## src/rtl/xcrs_pkg.sv

```systemverilog
`timescale 1ns / 1ps
// ----------------------------------------------------------------------------
// xcrs_pkg
// Types and constants shared by the code reference scanner modules.
// ----------------------------------------------------------------------------
package xcrs_pkg;

	localparam int unsigned COUNT_W = 31;
	localparam int unsigned ADDR_W  = 32;

	localparam logic [COUNT_W-1:0] COUNT_MAX = {COUNT_W{1'b1}};

	// instruction encodings
	localparam logic [7:0] REX_W_BYTE  = 8'h48;
	localparam logic [7:0] REX_WR_BYTE = 8'h4C;
	localparam logic [7:0] LEA_OPCODE  = 8'h8D;
	localparam logic [7:0] MODRM_MASK  = 8'hC7;
	localparam logic [7:0] MODRM_RIP   = 8'h05;
	localparam logic [7:0] CALL_OPCODE = 8'hE8;

	// instruction lengths; the last byte arrives (length - 1) bytes after the start
	localparam logic [2:0] LEA_LEN  = 3'd7;
	localparam logic [2:0] CALL_LEN = 3'd5;

	typedef enum logic {
		MODE_LEA  = 1'b0,
		MODE_CALL = 1'b1
	} scan_mode_t;

	typedef enum logic {
		KIND_MATCH = 1'b0,
		KIND_DONE  = 1'b1
	} result_kind_t;

	typedef enum logic [2:0] {
		REG_SCAN_MODE      = 3'd0,
		REG_TARGET_ADDRESS = 3'd1,
		REG_SECTION_BASE   = 3'd2,
		REG_SCAN_LENGTH    = 3'd3,
		REG_START_COUNT    = 3'd4,
		REG_SITE_CAPACITY  = 3'd5
	} reg_index_t;

	typedef struct packed {
		logic [7:0] code_byte;
		logic       final_byte;
	} in_item_t;

	typedef struct packed {
		logic               result_kind;
		logic [ADDR_W-1:0]  site_address;
		logic [COUNT_W-1:0] match_count;
		logic               site_stored;
	} out_item_t;

	// settings seen by the front
	typedef struct packed {
		scan_mode_t         scan_mode;
		logic [ADDR_W-1:0]  target_address;
		logic [ADDR_W-1:0]  section_base;
		logic [COUNT_W-1:0] scan_length;
	} front_cfg_t;

	// settings seen by the back
	typedef struct packed {
		logic [COUNT_W-1:0] start_count;
		logic [COUNT_W-1:0] site_capacity;
	} back_cfg_t;

	// one classified byte, front to back
	typedef struct packed {
		logic              hit;
		logic              fin;
		logic              reload;
		logic [ADDR_W-1:0] site;
	} entry_t;

	// queue status seen by both sides
	typedef struct packed {
		logic full;
		logic empty;
	} queue_status_t;

endpackage

```

## src/rtl/xcrs_front.sv

```systemverilog
`timescale 1ns / 1ps
// ----------------------------------------------------------------------------
// xcrs_front
// Accept code bytes, keep the byte window and position, classify each byte.
// ----------------------------------------------------------------------------
module xcrs_front (
	input  logic                  clk,
	input  logic                  arst_n,
	input  xcrs_pkg::front_cfg_t  cfg,
	input  logic                  in_valid,
	input  xcrs_pkg::in_item_t    in_item,
	output logic                  in_stall,
	input  xcrs_pkg::queue_status_t q_status,
	output logic                  push,
	output xcrs_pkg::entry_t      push_entry
);

	logic [47:0] win_q;
	logic [31:0] pos_q;

	logic        v_s1;
	logic [55:0] w_s1;
	logic [31:0] start_s1;
	logic        ok_s1;
	logic        fin_s1;
	logic        reload_s1;

	logic        adv;
	logic        accept;
	logic [55:0] w_next;
	logic        past_thr;
	logic        in_bound;
	logic [31:0] start_next;

	logic [31:0] disp;
	logic [31:0] site;
	logic [34:0] expect_site;
	logic [34:0] len_ext;
	logic        pat_ok;

	assign adv      = !v_s1 || !q_status.full;
	assign in_stall = !adv;
	assign accept   = in_valid && adv;
	assign push     = v_s1 && !q_status.full;

	assign w_next = {win_q, in_item.code_byte};

	// start offset sits (length - 1) bytes behind the incoming byte
	always_comb begin
		if (cfg.scan_mode == xcrs_pkg::MODE_LEA) begin
			past_thr   = pos_q >= 32'(xcrs_pkg::LEA_LEN - 3'd1);
			start_next = pos_q - 32'(xcrs_pkg::LEA_LEN - 3'd1);
		end else begin
			past_thr   = pos_q >= 32'(xcrs_pkg::CALL_LEN - 3'd1);
			start_next = pos_q - 32'(xcrs_pkg::CALL_LEN - 3'd1);
		end
	end

	// start + length < scan_length reduces to pos + 1 < scan_length in both modes
	assign in_bound = ({1'b0, pos_q} + 33'd1) < {2'b0, cfg.scan_length};

	always_ff @(posedge clk or negedge arst_n) begin
		if (!arst_n) begin
			win_q <= '0;
			pos_q <= '0;
			v_s1  <= 1'b0;
		end else begin
			if (accept) begin
				if (in_item.final_byte) begin
					win_q <= '0;
					pos_q <= '0;
				end else begin
					win_q <= w_next[47:0];
					pos_q <= pos_q + 32'd1;
				end
				v_s1 <= 1'b1;
			end else if (push) begin
				v_s1 <= 1'b0;
			end
		end
	end

	always_ff @(posedge clk) begin
		if (accept) begin
			w_s1      <= w_next;
			start_s1  <= start_next;
			ok_s1     <= past_thr && in_bound;
			fin_s1    <= in_item.final_byte;
			reload_s1 <= pos_q == 32'd0;
		end
	end

	// little-endian displacement, oldest byte least significant
	assign disp = {w_s1[7:0], w_s1[15:8], w_s1[23:16], w_s1[31:24]};

	always_comb begin
		if (cfg.scan_mode == xcrs_pkg::MODE_LEA) begin
			len_ext = 35'(xcrs_pkg::LEA_LEN);
			pat_ok  = (w_s1[55:48] == xcrs_pkg::REX_W_BYTE ||
				w_s1[55:48] == xcrs_pkg::REX_WR_BYTE) &&
				w_s1[47:40] == xcrs_pkg::LEA_OPCODE &&
				(w_s1[39:32] & xcrs_pkg::MODRM_MASK) == xcrs_pkg::MODRM_RIP;
		end else begin
			len_ext = 35'(xcrs_pkg::CALL_LEN);
			pat_ok  = w_s1[39:32] == xcrs_pkg::CALL_OPCODE;
		end
	end

	// site + len + disp == target  <=>  site == target - len - disp, exact
	assign site        = cfg.section_base + start_s1;
	assign expect_site = {3'b0, cfg.target_address} - len_ext - {{3{disp[31]}}, disp};

	always_comb begin
		push_entry.hit    = ok_s1 && pat_ok && (expect_site == {3'b0, site});
		push_entry.fin    = fin_s1;
		push_entry.reload = reload_s1;
		push_entry.site   = site;
	end

endmodule

```

## src/rtl/xcrs_queue.sv

```systemverilog
`timescale 1ns / 1ps
// ----------------------------------------------------------------------------
// xcrs_queue
// Short register queue of classified bytes between front and back.
// ----------------------------------------------------------------------------
module xcrs_queue #(
	parameter int unsigned DEPTH = 4
) (
	input  logic                    clk,
	input  logic                    arst_n,
	input  logic                    push,
	input  xcrs_pkg::entry_t        push_entry,
	input  logic                    pop,
	output xcrs_pkg::entry_t        head,
	output xcrs_pkg::queue_status_t status
);

	localparam int unsigned PTR_W = (DEPTH > 1) ? $clog2(DEPTH) : 1;
	localparam int unsigned CNT_W = $clog2(DEPTH + 1);

	xcrs_pkg::entry_t slot_q [DEPTH];

	logic [PTR_W-1:0] wr_ptr_q;
	logic [PTR_W-1:0] rd_ptr_q;
	logic [CNT_W-1:0] level_q;

	assign status.full  = level_q == CNT_W'(DEPTH);
	assign status.empty = level_q == '0;
	assign head         = slot_q[rd_ptr_q];

	always_ff @(posedge clk or negedge arst_n) begin
		if (!arst_n) begin
			wr_ptr_q <= '0;
			rd_ptr_q <= '0;
			level_q  <= '0;
		end else begin
			if (push) begin
				wr_ptr_q <= (wr_ptr_q == PTR_W'(DEPTH - 1)) ? '0 : wr_ptr_q + 1'b1;
			end
			if (pop) begin
				rd_ptr_q <= (rd_ptr_q == PTR_W'(DEPTH - 1)) ? '0 : rd_ptr_q + 1'b1;
			end
			if (push && !pop) begin
				level_q <= level_q + 1'b1;
			end else if (pop && !push) begin
				level_q <= level_q - 1'b1;
			end
		end
	end

	always_ff @(posedge clk) begin
		if (push) begin
			slot_q[wr_ptr_q] <= push_entry;
		end
	end

endmodule

```

## src/rtl/xcrs_back.sv

```systemverilog
`timescale 1ns / 1ps
// ----------------------------------------------------------------------------
// xcrs_back
// Keep the running match count and emit match and done results.
// ----------------------------------------------------------------------------
module xcrs_back (
	input  logic                    clk,
	input  logic                    arst_n,
	input  xcrs_pkg::back_cfg_t     cfg,
	input  xcrs_pkg::entry_t        head,
	input  xcrs_pkg::queue_status_t q_status,
	output logic                    pop,
	output logic                    out_valid,
	output xcrs_pkg::out_item_t     out_item,
	input  logic                    out_stall
);

	logic [xcrs_pkg::COUNT_W-1:0] cnt_q;
	logic                         done_pend_q;
	logic                         out_valid_q;
	xcrs_pkg::out_item_t          out_item_q;

	logic                         load_ok;
	logic [xcrs_pkg::COUNT_W-1:0] cnt_b;
	logic [xcrs_pkg::COUNT_W-1:0] cnt_inc;
	logic                         emit_match;
	logic                         emit_done;
	logic                         silent;

	assign load_ok = !out_valid_q || !out_stall;

	// reload applies once per entry, before its match
	assign cnt_b   = (head.reload && !done_pend_q) ? cfg.start_count : cnt_q;
	assign cnt_inc = (cnt_b == xcrs_pkg::COUNT_MAX) ? cnt_b : cnt_b + 1'b1;

	assign emit_match = !q_status.empty && load_ok && head.hit && !done_pend_q;
	assign emit_done  = !q_status.empty && load_ok && head.fin &&
		(!head.hit || done_pend_q);
	assign silent     = !q_status.empty && !head.hit && !head.fin;

	assign pop = silent || emit_done || (emit_match && !head.fin);

	always_ff @(posedge clk or negedge arst_n) begin
		if (!arst_n) begin
			cnt_q       <= '0;
			done_pend_q <= 1'b0;
			out_valid_q <= 1'b0;
		end else begin
			if (emit_match) begin
				cnt_q       <= cnt_inc;
				done_pend_q <= head.fin;
			end else if (emit_done || silent) begin
				cnt_q       <= cnt_b;
				done_pend_q <= 1'b0;
			end
			if (emit_match || emit_done) begin
				out_valid_q <= 1'b1;
			end else if (load_ok) begin
				out_valid_q <= 1'b0;
			end
		end
	end

	always_ff @(posedge clk) begin
		if (emit_match) begin
			out_item_q.result_kind  <= xcrs_pkg::KIND_MATCH;
			out_item_q.site_address <= head.site;
			out_item_q.match_count  <= cnt_inc;
			out_item_q.site_stored  <= cnt_b < cfg.site_capacity;
		end else if (emit_done) begin
			out_item_q.result_kind  <= xcrs_pkg::KIND_DONE;
			out_item_q.site_address <= '0;
			out_item_q.match_count  <= cnt_b;
			out_item_q.site_stored  <= 1'b0;
		end
	end

	assign out_valid = out_valid_q;
	assign out_item  = out_item_q;

endmodule

```

## src/rtl/x86_code_reference_scanner_top.sv

```systemverilog
`timescale 1ns / 1ps
// ----------------------------------------------------------------------------
// x86_code_reference_scanner_top
// Scan a code section byte by byte for rip-relative lea or near call sites
// that refer to a target address.
// ----------------------------------------------------------------------------
// The block takes one code byte per beat and sustains one byte per clock
// while the queue is not full. A match is reported on the beat of the last
// pattern byte; its result then passes the front window register, a queue
// slot and the output register, in that order.
// The byte that carries final_byte and also completes a match yields two
// results, the match and then the done summary, and holds the back until both
// are sent; the queue of QUEUE_DEPTH entries between front and back absorbs
// that and any output stall before the input sees stall. Bytes that give no
// result drain from the queue at one per cycle regardless of the output side.
// Configuration writes are always ready and take effect on the next cycle;
// write them only while no scan is in flight. start_count is loaded into the
// running count when the byte at offset 0 of a scan is processed.
// ----------------------------------------------------------------------------
module x86_code_reference_scanner_top #(
	parameter int unsigned QUEUE_DEPTH = 4
) (
	input  logic                clk,
	input  logic                arst_n,
	input  logic                in_valid,
	input  xcrs_pkg::in_item_t  in_item,
	output logic                in_stall,
	output logic                out_valid,
	output xcrs_pkg::out_item_t out_item,
	input  logic                out_stall,
	input  logic                cfg_valid,
	output logic                cfg_ready,
	input  logic [2:0]          cfg_index,
	input  logic [31:0]         cfg_data
);

	// configuration registers
	xcrs_pkg::scan_mode_t         scan_mode_q;
	logic [xcrs_pkg::ADDR_W-1:0]  target_address_q;
	logic [xcrs_pkg::ADDR_W-1:0]  section_base_q;
	logic [xcrs_pkg::COUNT_W-1:0] scan_length_q;
	logic [xcrs_pkg::COUNT_W-1:0] start_count_q;
	logic [xcrs_pkg::COUNT_W-1:0] site_capacity_q;

	xcrs_pkg::front_cfg_t    front_cfg;
	xcrs_pkg::back_cfg_t     back_cfg;
	xcrs_pkg::entry_t        push_entry;
	xcrs_pkg::entry_t        head;
	xcrs_pkg::queue_status_t q_status;
	logic                    push;
	logic                    pop;

	// accept writes every cycle
	assign cfg_ready = 1'b1;

	always_ff @(posedge clk or negedge arst_n) begin
		if (!arst_n) begin
			scan_mode_q      <= xcrs_pkg::MODE_LEA;
			target_address_q <= '0;
			section_base_q   <= '0;
			scan_length_q    <= '0;
			start_count_q    <= '0;
			site_capacity_q  <= '0;
		end else if (cfg_valid && cfg_ready) begin
			unique case (cfg_index)
				xcrs_pkg::REG_SCAN_MODE: begin
					scan_mode_q <= xcrs_pkg::scan_mode_t'(cfg_data[0]);
				end
				xcrs_pkg::REG_TARGET_ADDRESS: begin
					target_address_q <= cfg_data;
				end
				xcrs_pkg::REG_SECTION_BASE: begin
					section_base_q <= cfg_data;
				end
				xcrs_pkg::REG_SCAN_LENGTH: begin
					scan_length_q <= cfg_data[xcrs_pkg::COUNT_W-1:0];
				end
				xcrs_pkg::REG_START_COUNT: begin
					start_count_q <= cfg_data[xcrs_pkg::COUNT_W-1:0];
				end
				xcrs_pkg::REG_SITE_CAPACITY: begin
					site_capacity_q <= cfg_data[xcrs_pkg::COUNT_W-1:0];
				end
				default: begin
					// drop writes to unmapped indexes
				end
			endcase
		end
	end

	assign front_cfg.scan_mode      = scan_mode_q;
	assign front_cfg.target_address = target_address_q;
	assign front_cfg.section_base   = section_base_q;
	assign front_cfg.scan_length    = scan_length_q;
	assign back_cfg.start_count     = start_count_q;
	assign back_cfg.site_capacity   = site_capacity_q;

	// front: window, position, pattern and target compare
	xcrs_front u_front (
		.clk        (clk),
		.arst_n     (arst_n),
		.cfg        (front_cfg),
		.in_valid   (in_valid),
		.in_item    (in_item),
		.in_stall   (in_stall),
		.q_status   (q_status),
		.push       (push),
		.push_entry (push_entry)
	);

	// decouple classification from result delivery
	xcrs_queue #(
		.DEPTH (QUEUE_DEPTH)
	) u_queue (
		.clk        (clk),
		.arst_n     (arst_n),
		.push       (push),
		.push_entry (push_entry),
		.pop        (pop),
		.head       (head),
		.status     (q_status)
	);

	// back: running count, result sequencing, output register
	xcrs_back u_back (
		.clk       (clk),
		.arst_n    (arst_n),
		.cfg       (back_cfg),
		.head      (head),
		.q_status  (q_status),
		.pop       (pop),
		.out_valid (out_valid),
		.out_item  (out_item),
		.out_stall (out_stall)
	);

`ifndef SYNTH
	// a done summary carries no site
	assert property (@(posedge clk) disable iff (!arst_n)
		out_valid && out_item.result_kind == xcrs_pkg::KIND_DONE |->
		out_item.site_address == '0 && !out_item.site_stored)
	else $error("done result carries site data");

	// a match count is taken after the increment, so it is never zero
	assert property (@(posedge clk) disable iff (!arst_n)
		out_valid && out_item.result_kind == xcrs_pkg::KIND_MATCH |->
		out_item.match_count != '0)
	else $error("match result with zero count");

	// back never drains an empty queue
	assert property (@(posedge clk) disable iff (!arst_n)
		pop |-> !q_status.empty)
	else $error("queue popped while empty");

	// front never overfills the queue
	assert property (@(posedge clk) disable iff (!arst_n)
		push |-> !q_status.full)
	else $error("queue pushed while full");
`endif

endmodule
```

## config.mk

```make
export PLATFORM = sky130hd
export DESIGN_NAME = x86_code_reference_scanner_top
export DESIGN_NICKNAME = d
export VERILOG_FILES = /design/src/rtl/xcrs_pkg.sv /design/src/rtl/xcrs_front.sv /design/src/rtl/xcrs_queue.sv /design/src/rtl/xcrs_back.sv /design/src/rtl/x86_code_reference_scanner_top.sv
export SDC_FILE = /design/constraint.sdc
export NUM_CORES = 1
export LEC_CHECK = 0
export BUFFER_PORTS_ARGS = -buffer_cell sky130_fd_sc_hd__buf_2
export CAP_MARGIN = 20
export CORE_MARGIN = 1.5
export CORE_UTILIZATION = 54
export CTS_BUF_LIST = sky130_fd_sc_hd__clkbuf_8
export DETAILED_ROUTE_END_ITERATION = 16
export GPL_TIMING_DRIVEN = 0
export PLACE_DENSITY = 0.71
export SYNTH_ARGS = -nofsm -noshare
export SYNTH_HDL_FRONTEND = slang
export SYNTH_SLANG_ARGS = --single-unit
```

## constraint.sdc

```tcl
create_clock -name clk -period 12.4 [get_ports clk]
set_clock_uncertainty 0.15 [all_clocks]
set_input_delay 3.72 -clock clk [delete_from_list [all_inputs] [get_ports clk]]
set_output_delay 3.72 -clock clk [all_outputs]
set_load 0.01 [all_outputs]
```

Word level (Yosys, flattened, before mapping)
Memory sizes are Yosys's and may differ from the RTL's.
Cells that the tools add are included.
W data, S select, Z words.
{"block": "classes", "add_sub_neg": 12, "order_cmp": 4, "eq_ne": 15, "n_mux": 24, "n_reduce_logical": 50}
{"op": "$mux W64", "n": 2}
{"op": "$mux W31", "n": 4}
{"op": "$ge A32 B3 Y1 const B", "n": 2}
{"op": "$mux W32", "n": 2}
{"op": "$sub A32 B3 Y32 const B", "n": 2}
{"op": "$mux W48", "n": 1}
{"op": "$eq A35 B32 Y1", "n": 1}
{"op": "$sub A35 B35 Y35", "n": 1}
{"op": "$add A32 B1 Y33 const B", "n": 1}
{"op": "$lt A33 B31 Y1", "n": 1}
{"op": "$sub A32 B3 Y33", "n": 1}
{"op": "$add A32 B1 Y32 const B", "n": 1}
{"op": "$add A32 B32 Y32", "n": 1}
{"op": "$logic_not A32 Y1", "n": 1}
{"op": "$add A31 B1 Y31 const B", "n": 1}
{"op": "$eq A31 B31 Y1 const B", "n": 1}
{"op": "$lt A31 B31 Y1", "n": 1}
{"op": "$logic_and A1 B1 Y1", "n": 18}
{"op": "$eq A8 B7 Y1 const B", "n": 2}
{"op": "$eq A8 B8 Y1 const B", "n": 2}
{"op": "$reduce_and A2 Y1", "n": 6}
{"op": "$logic_not A1 Y1", "n": 11}
{"op": "$mux W1", "n": 10}
{"op": "$reduce_bool A2 Y1", "n": 5}
{"op": "12 further kinds", "n": 27}
{"block": "totals", "ff_bits": 435, "mem_bits_rw": 140, "input_bits": 49, "out_inout_bits": 68, "elab_cells": 130, "memories": 1}
{"name": "u_queue.slot_q", "depth": 4, "width": 35, "read_ports": 1, "rd_clocked_by_memory_dff": 0, "write_ports": 1, "line_no": "xcrs_queue.sv:21", "source": "xcrs_pkg::entry_t slot_q [DEPTH];"}

Longest topological paths before layout
{"block": "depth", "depth_word": 10, "ltp_mapped": 25}

Modules after synthesis
A second synthesis with hierarchy kept.
{"block": "unflattened", "cells_unflattened": 2543, "area_unflattened_um2": 30354.1}
{"mod": "xcrs_front", "instances": 1, "cells_each": 1421, "area_each_um2": 12816.0, "seq_area_each_um2": 4704.5}
{"mod": "x86_code_reference_scanner_top", "instances": 1, "cells_each": 341, "area_each_um2": 6216.0, "seq_area_each_um2": 3953.8}
{"mod": "xcrs_back", "instances": 1, "cells_each": 561, "area_each_um2": 5803.1, "seq_area_each_um2": 2767.7}
{"mod": "xcrs_queue", "instances": 1, "cells_each": 220, "area_each_um2": 5519.0, "seq_area_each_um2": 4379.2}

Worst setup path after synthesis
No wires, ideal clock.
{"block": "synth_path", "kind": "input to register", "from": "input out_stall", "to": "register u_queue.level_q[1]", "setup_time_ns": 0.125, "t_arrival_ns": 7.095, "t_required_ns": 12.125, "slack_ns": 5.030, "path_stages": 10, "path_buffers": 0, "cell_sequence": "a21oi_1 o21ai_0 inv_1 nor2_1 a21oi_1 inv_1 ha_1 inv_1 fa_1 mux2_2"}
{"block": "synth_between", "elab_chain_cells": 10}
{"element": "start, declared", "line_no": "x86_code_reference_scanner_top.sv:30", "source": "input logic out_stall,"}
{"element": "$logic_not A1 Y1 (*)", "line_no": "xcrs_back.sv:30", "source": "assign load_ok = !out_valid_q || !out_stall;"}
{"element": "$logic_or A1 B1 Y1 (*)", "line_no": "xcrs_back.sv:30"}
{"element": "$logic_and A1 B1 Y1 (*)", "line_no": "xcrs_back.sv:36, xcrs_back.sv:37"}
{"element": "$logic_and A1 B1 Y1, on equally long branches (2 in series)", "line_no": "xcrs_back.sv:37, xcrs_back.sv:36"}
{"element": "$logic_or A1 B1 Y1 / $logic_and A1 B1 Y1 (equally long branches)", "line_no": "xcrs_back.sv:41", "source": "assign pop = silent || emit_done || (emit_match && !head.fin);"}
{"element": "$logic_or A1 B1 Y1 (*)", "line_no": "xcrs_back.sv:41"}
{"element": "$logic_not A1 Y1", "line_no": "xcrs_queue.sv:43", "source": "if (push && !pop) begin"}
{"element": "$logic_and A1 B1 Y1", "line_no": "xcrs_queue.sv:43"}
{"element": "$mux W3 / $reduce_bool A2 Y1 (equally long branches)"}
{"element": "end signal, assigned", "line_no": "xcrs_queue.sv:44", "source": "level_q <= level_q + 1'b1;"}
{"element": "end signal, assigned", "line_no": "xcrs_queue.sv:46", "source": "level_q <= level_q - 1'b1;"}
{"element": "end, declared", "line_no": "xcrs_queue.sv:25", "source": "logic [CNT_W-1:0] level_q;"}
Every way passes the cells marked *; elsewhere a longest branch is shown, timed or not.
A chain may end at the register's enable or synchronous reset.

Worst setup path in the final report
Ends and elaborated chain as after synthesis.

==> impl_summary.md <==
Yosys
Averaged over all synthesized cells, the footprint is 11.8 um^2. The net count of the mapped netlist is 2689. The count of flip-flops with a built-in enable after synthesis is 294. The count of warnings emitted by yosys is 0. The number of storage elements in the synthesis netlist is 573.

The synthesized netlist contains 80 unique library cells. In the synthesized netlist the async set-or-reset flop fraction comes to 48.5%. For this run, the leading register cell type out of synthesis is edfxtp_1. The instance count of the mapped netlist is 2495. The netlist area before placement is 29300 um^2.

The post-synthesis sequential area ratio is 53.9%.

GRT
The global route total overflow is 0. The initial antenna violation count came to 3. The number of global-route vias before repair is 20200. Entering global routing, the biggest net connects 112 pins.

Global routing used 27.5% of the available tracks. The first global-routing pass estimated 117 mm of wire.

Cells and area
The number of fillers in the final layout is 4286. Excluding fillers, the count of instances in the completed layout stands at 3495. The post-route netlist has 18.2% of its cells at a drive strength greater than 1.

At the end of the flow, the number of nets in the layout was 2910. The area growth from synthesis to layout is 12.4%. Leaving out fill and tap cells, the most frequent cells in the layout are edfxtp_1, dfrtp_1, nand2_1. The most common cell after layout, fill and taps aside is edfxtp_1.

The post-route standard cell area excluding fillers is 33000 um^2.

Setup path
The source of the critical timing path is out_stall. At the worst endpoint, the required time is 12.85 ns. The largest individual stage delay along the critical path comes from the cell a21oi_1. The class of the most critical setup path is in -> reg. Data on the critical path arrives at its endpoint at 7.38 ns. The category of the worst setup path launch point is an input port. The startpoint identified for the worst register-to-register timing path is scan_mode_q$_DFFE_PN0P_. Walking the worst path, the cells encountered are buf_2, a21oi_1, o21ai_0, inv_2, nor2_1, a21oi_1, inv_1, ha_1, inv_1, fa_1, mux2_2.

The worst-path maximum fanout is 34. The critical path's largest stage delay is 0.73 ns. The type of destination of the critical path is a flop. The worst setup slack for register-to-register paths is 5.75 ns.

Clocking
TritonCTS built the clock tree. The number of clock buffers added by TritonCTS is 95. The clock slew at the register clock pins of the worst setup and hold paths is 0.06 ns.

CTS built an H-tree with a depth of 3. The post-CTS setup-driven buffer insertion count is 0. The clock drives 573 sinks. The hold buffer count at CTS is 0. After clock tree synthesis, the repair step resized 0 gates. The maximum count of clock buffers along a single path is 3. The clock root buffer is clkbuf_8.

The clock latency reported for the late side of the worst-skew pair is 0.71 ns.

Floorplan
The starting density of the core is 54.6%. From bottom edge to top edge, the die measures 236 um. The x dimension of the die is 236 um. In this run the count of I/O pins placed on the die edge is 117. The floorplan has 85 rows. The area of the die is 55700 um^2.

The floorplan core area is 53700 um^2.

Timing
Across all setup checks in the final design, the least slack found is 5.46 ns. Setup violations remaining at the end of the flow were counted as 0. The clock period minus final worst setup slack is 6.94 ns. Setup repair after global routing left no endpoint under its margin. The count of final hold-check violations is 0. For the pin with the worst max-slew slack, the measured transition is 1.25 ns. The count of final max-slew check failures is 0.

Dividing the final minimum period by the clock period gives 55.9%. The remaining max-slew budget at the tightest pin is 15.9%. Adding up every negative setup slack in the final design gives 0 ns. Static timing analysis puts the maximum clock frequency at 144 MHz.

Power and ir drop
The maximum vdd drop is 0.127 mV. For this design the static power due to leakage is 13.9 nW. The ratio of total power to cell area is 242 nW/um^2. After layout, the design draws a total of 7.98 mW.

Route
The length of the first detailed-routing pass in iterations is 5. The final layout contains routed wiring with a total length of 75.6 mm. The total DRC errors in the routed layout is 0. The number of design-rule violations left by the first detailed-router iteration is 1429. Once detail routing completed, the nets flagged for antenna violations numbered 0. Using the TritonRoute via totals, the vias-per-cell ratio works out to 5.81. The detailed-route via count is 20300. The average wire per standard cell is 21.6 um.

Hold path
The classification of the worst-slack hold path is reg -> reg. The worst hold path begins at u_front.win_q[34]$_DFFE_PN0P_.

Job
The tool flagged a number of max-cap violations equal to 0.

Place
The cell count after placement is 3315. Routability-driven placement finished with a final weighted congestion of 0.934. At the placement stage, the worst setup path has a slack of 4.73 ns. The placement-stage cell area is 31000 um^2. The number of buffer cells added on primary ports is 115. The detailed-placement wirelength estimate is 57.1 mm.

Outcome
The run finished with clean final reports.
cell usage after synthesis (74+ instances only):
| cell type | count | area (um^2) |
|---|---|---|
| clkbuf_1 | 87 | 327 |
| nand2_1 | 244 | 916 |
| edfxtp_1 | 294 | 8830 |
| o21ai_0 | 131 | 656 |
| inv_1 | 129 | 484 |
| nor2_1 | 114 | 428 |
| xor2_1 | 74 | 648 |
| dfrtp_1 | 278 | 6960 |
| nand2b_1 | 76 | 475 |
| xnor2_1 | 124 | 1090 |
| a21oi_1 | 104 | 521 |
| ha_1 | 141 | 1760 |
| mux2_2 | 188 | 2120 |
worst paths after layout:
kind	to	cells past startpoint
worst min register to register	u_front.w_s1[42]$_DFFE_PP_	0
max in group asynchronous	u_front.win_q[28]$_DFFE_PN0P_	2
worst min-delay path	u_front.w_s1[42]$_DFFE_PP_	0
min in group asynchronous	u_back.cnt_q[26]$_DFFE_PN0P_	1
worst max-delay path	u_queue.level_q[1]$_DFFE_PN0P_	11
worst max register to register	u_queue.slot_q[1][34]$_DFFE_PP_	24
state kept, by name, indices dropped and copies added, names as in the netlist:
register / count
scan_length_q: 31
u_queue.slot_q: 140
u_front.pos_q: 32
u_front.win_q: 47
u_back.cnt_q: 31
u_front.w_s1: 55
u_queue.level_q: 3
u_front.ok_s1: 1
section_base_q: 32
u_back.out_valid: 1
target_address_q: 32
scan_mode_q: 1
u_back.done_pend_q: 1
u_front.start_s1: 32
u_front.reload_s1: 1
u_front.v_s1: 1
u_queue.wr_ptr_q: 2
u_back.out_item: 65
u_queue.rd_ptr_q: 2
site_capacity_q: 31
u_front.fin_s1: 1
start_count_q: 31
where the power goes:
part / switching (mW) / internal (mW)
Clock: 0.782 / 0.941
Combinational: 1.95 / 1.30
Sequential: 0.270 / 2.74
per-layer routing:
metal / GRT usage, % / vias to the layer above / wire length (um)
met4: 10.7 / 0 / 2350
li1: - / 9456 / -
met3: 4.33 / 140 / 4360
met5: 0 / - / 0
met1: 37.6 / 10100 / 33200
met2: 44.4 / 623 / 35700
layout make-up:
type | instances | area [um^2] | share of cell area, %
clock buffer | 103 | 1420 | 4.30
multi-input combinational | 1686 | 12600 | 38.3
buffer | 107 | 423 | 1.28
antenna | 3 | 7.51 | 0.0228
clock inverter | 74 | 557 | 1.69
sequential | 573 | 15800 | 47.9
timing repair buffer | 124 | 776 | 2.35
inverter | 129 | 487 | 1.48
tap | 696 | 871 | 2.64
metrics by stage:
stage	hold slack [ns]	utilization, %
3_3_place_gp	0.279	57.3
5_1_grt	0.297	61.4
2_1_floorplan	0.275	-
3_5_place_dp	0.281	57.7
6_report	0.281	61.4
4_1_cts	0.287	61.4
cells by family after synthesis:
kind of cell,share of synthesized area [%]
AND/OR/NAND/NOR,12.1
flip-flops,53.9
AO/OA/AOI/OAI,8.08
multiplexers,10.3
buffers and inverters,3.09
XOR/XNOR,6.20
adder cells (fa/ha/maj),6.29
other,0.0128
worst max-delay path, delay by kind of cell:
kind            cells  cell delay, ns
mux                 1            0.27
compound gates      3            1.49
simple gates        1            0.31
fa+ha+maj           2            0.63
buf+inv             4            0.95
Note: power is estimated with default switching activity, not from simulation.
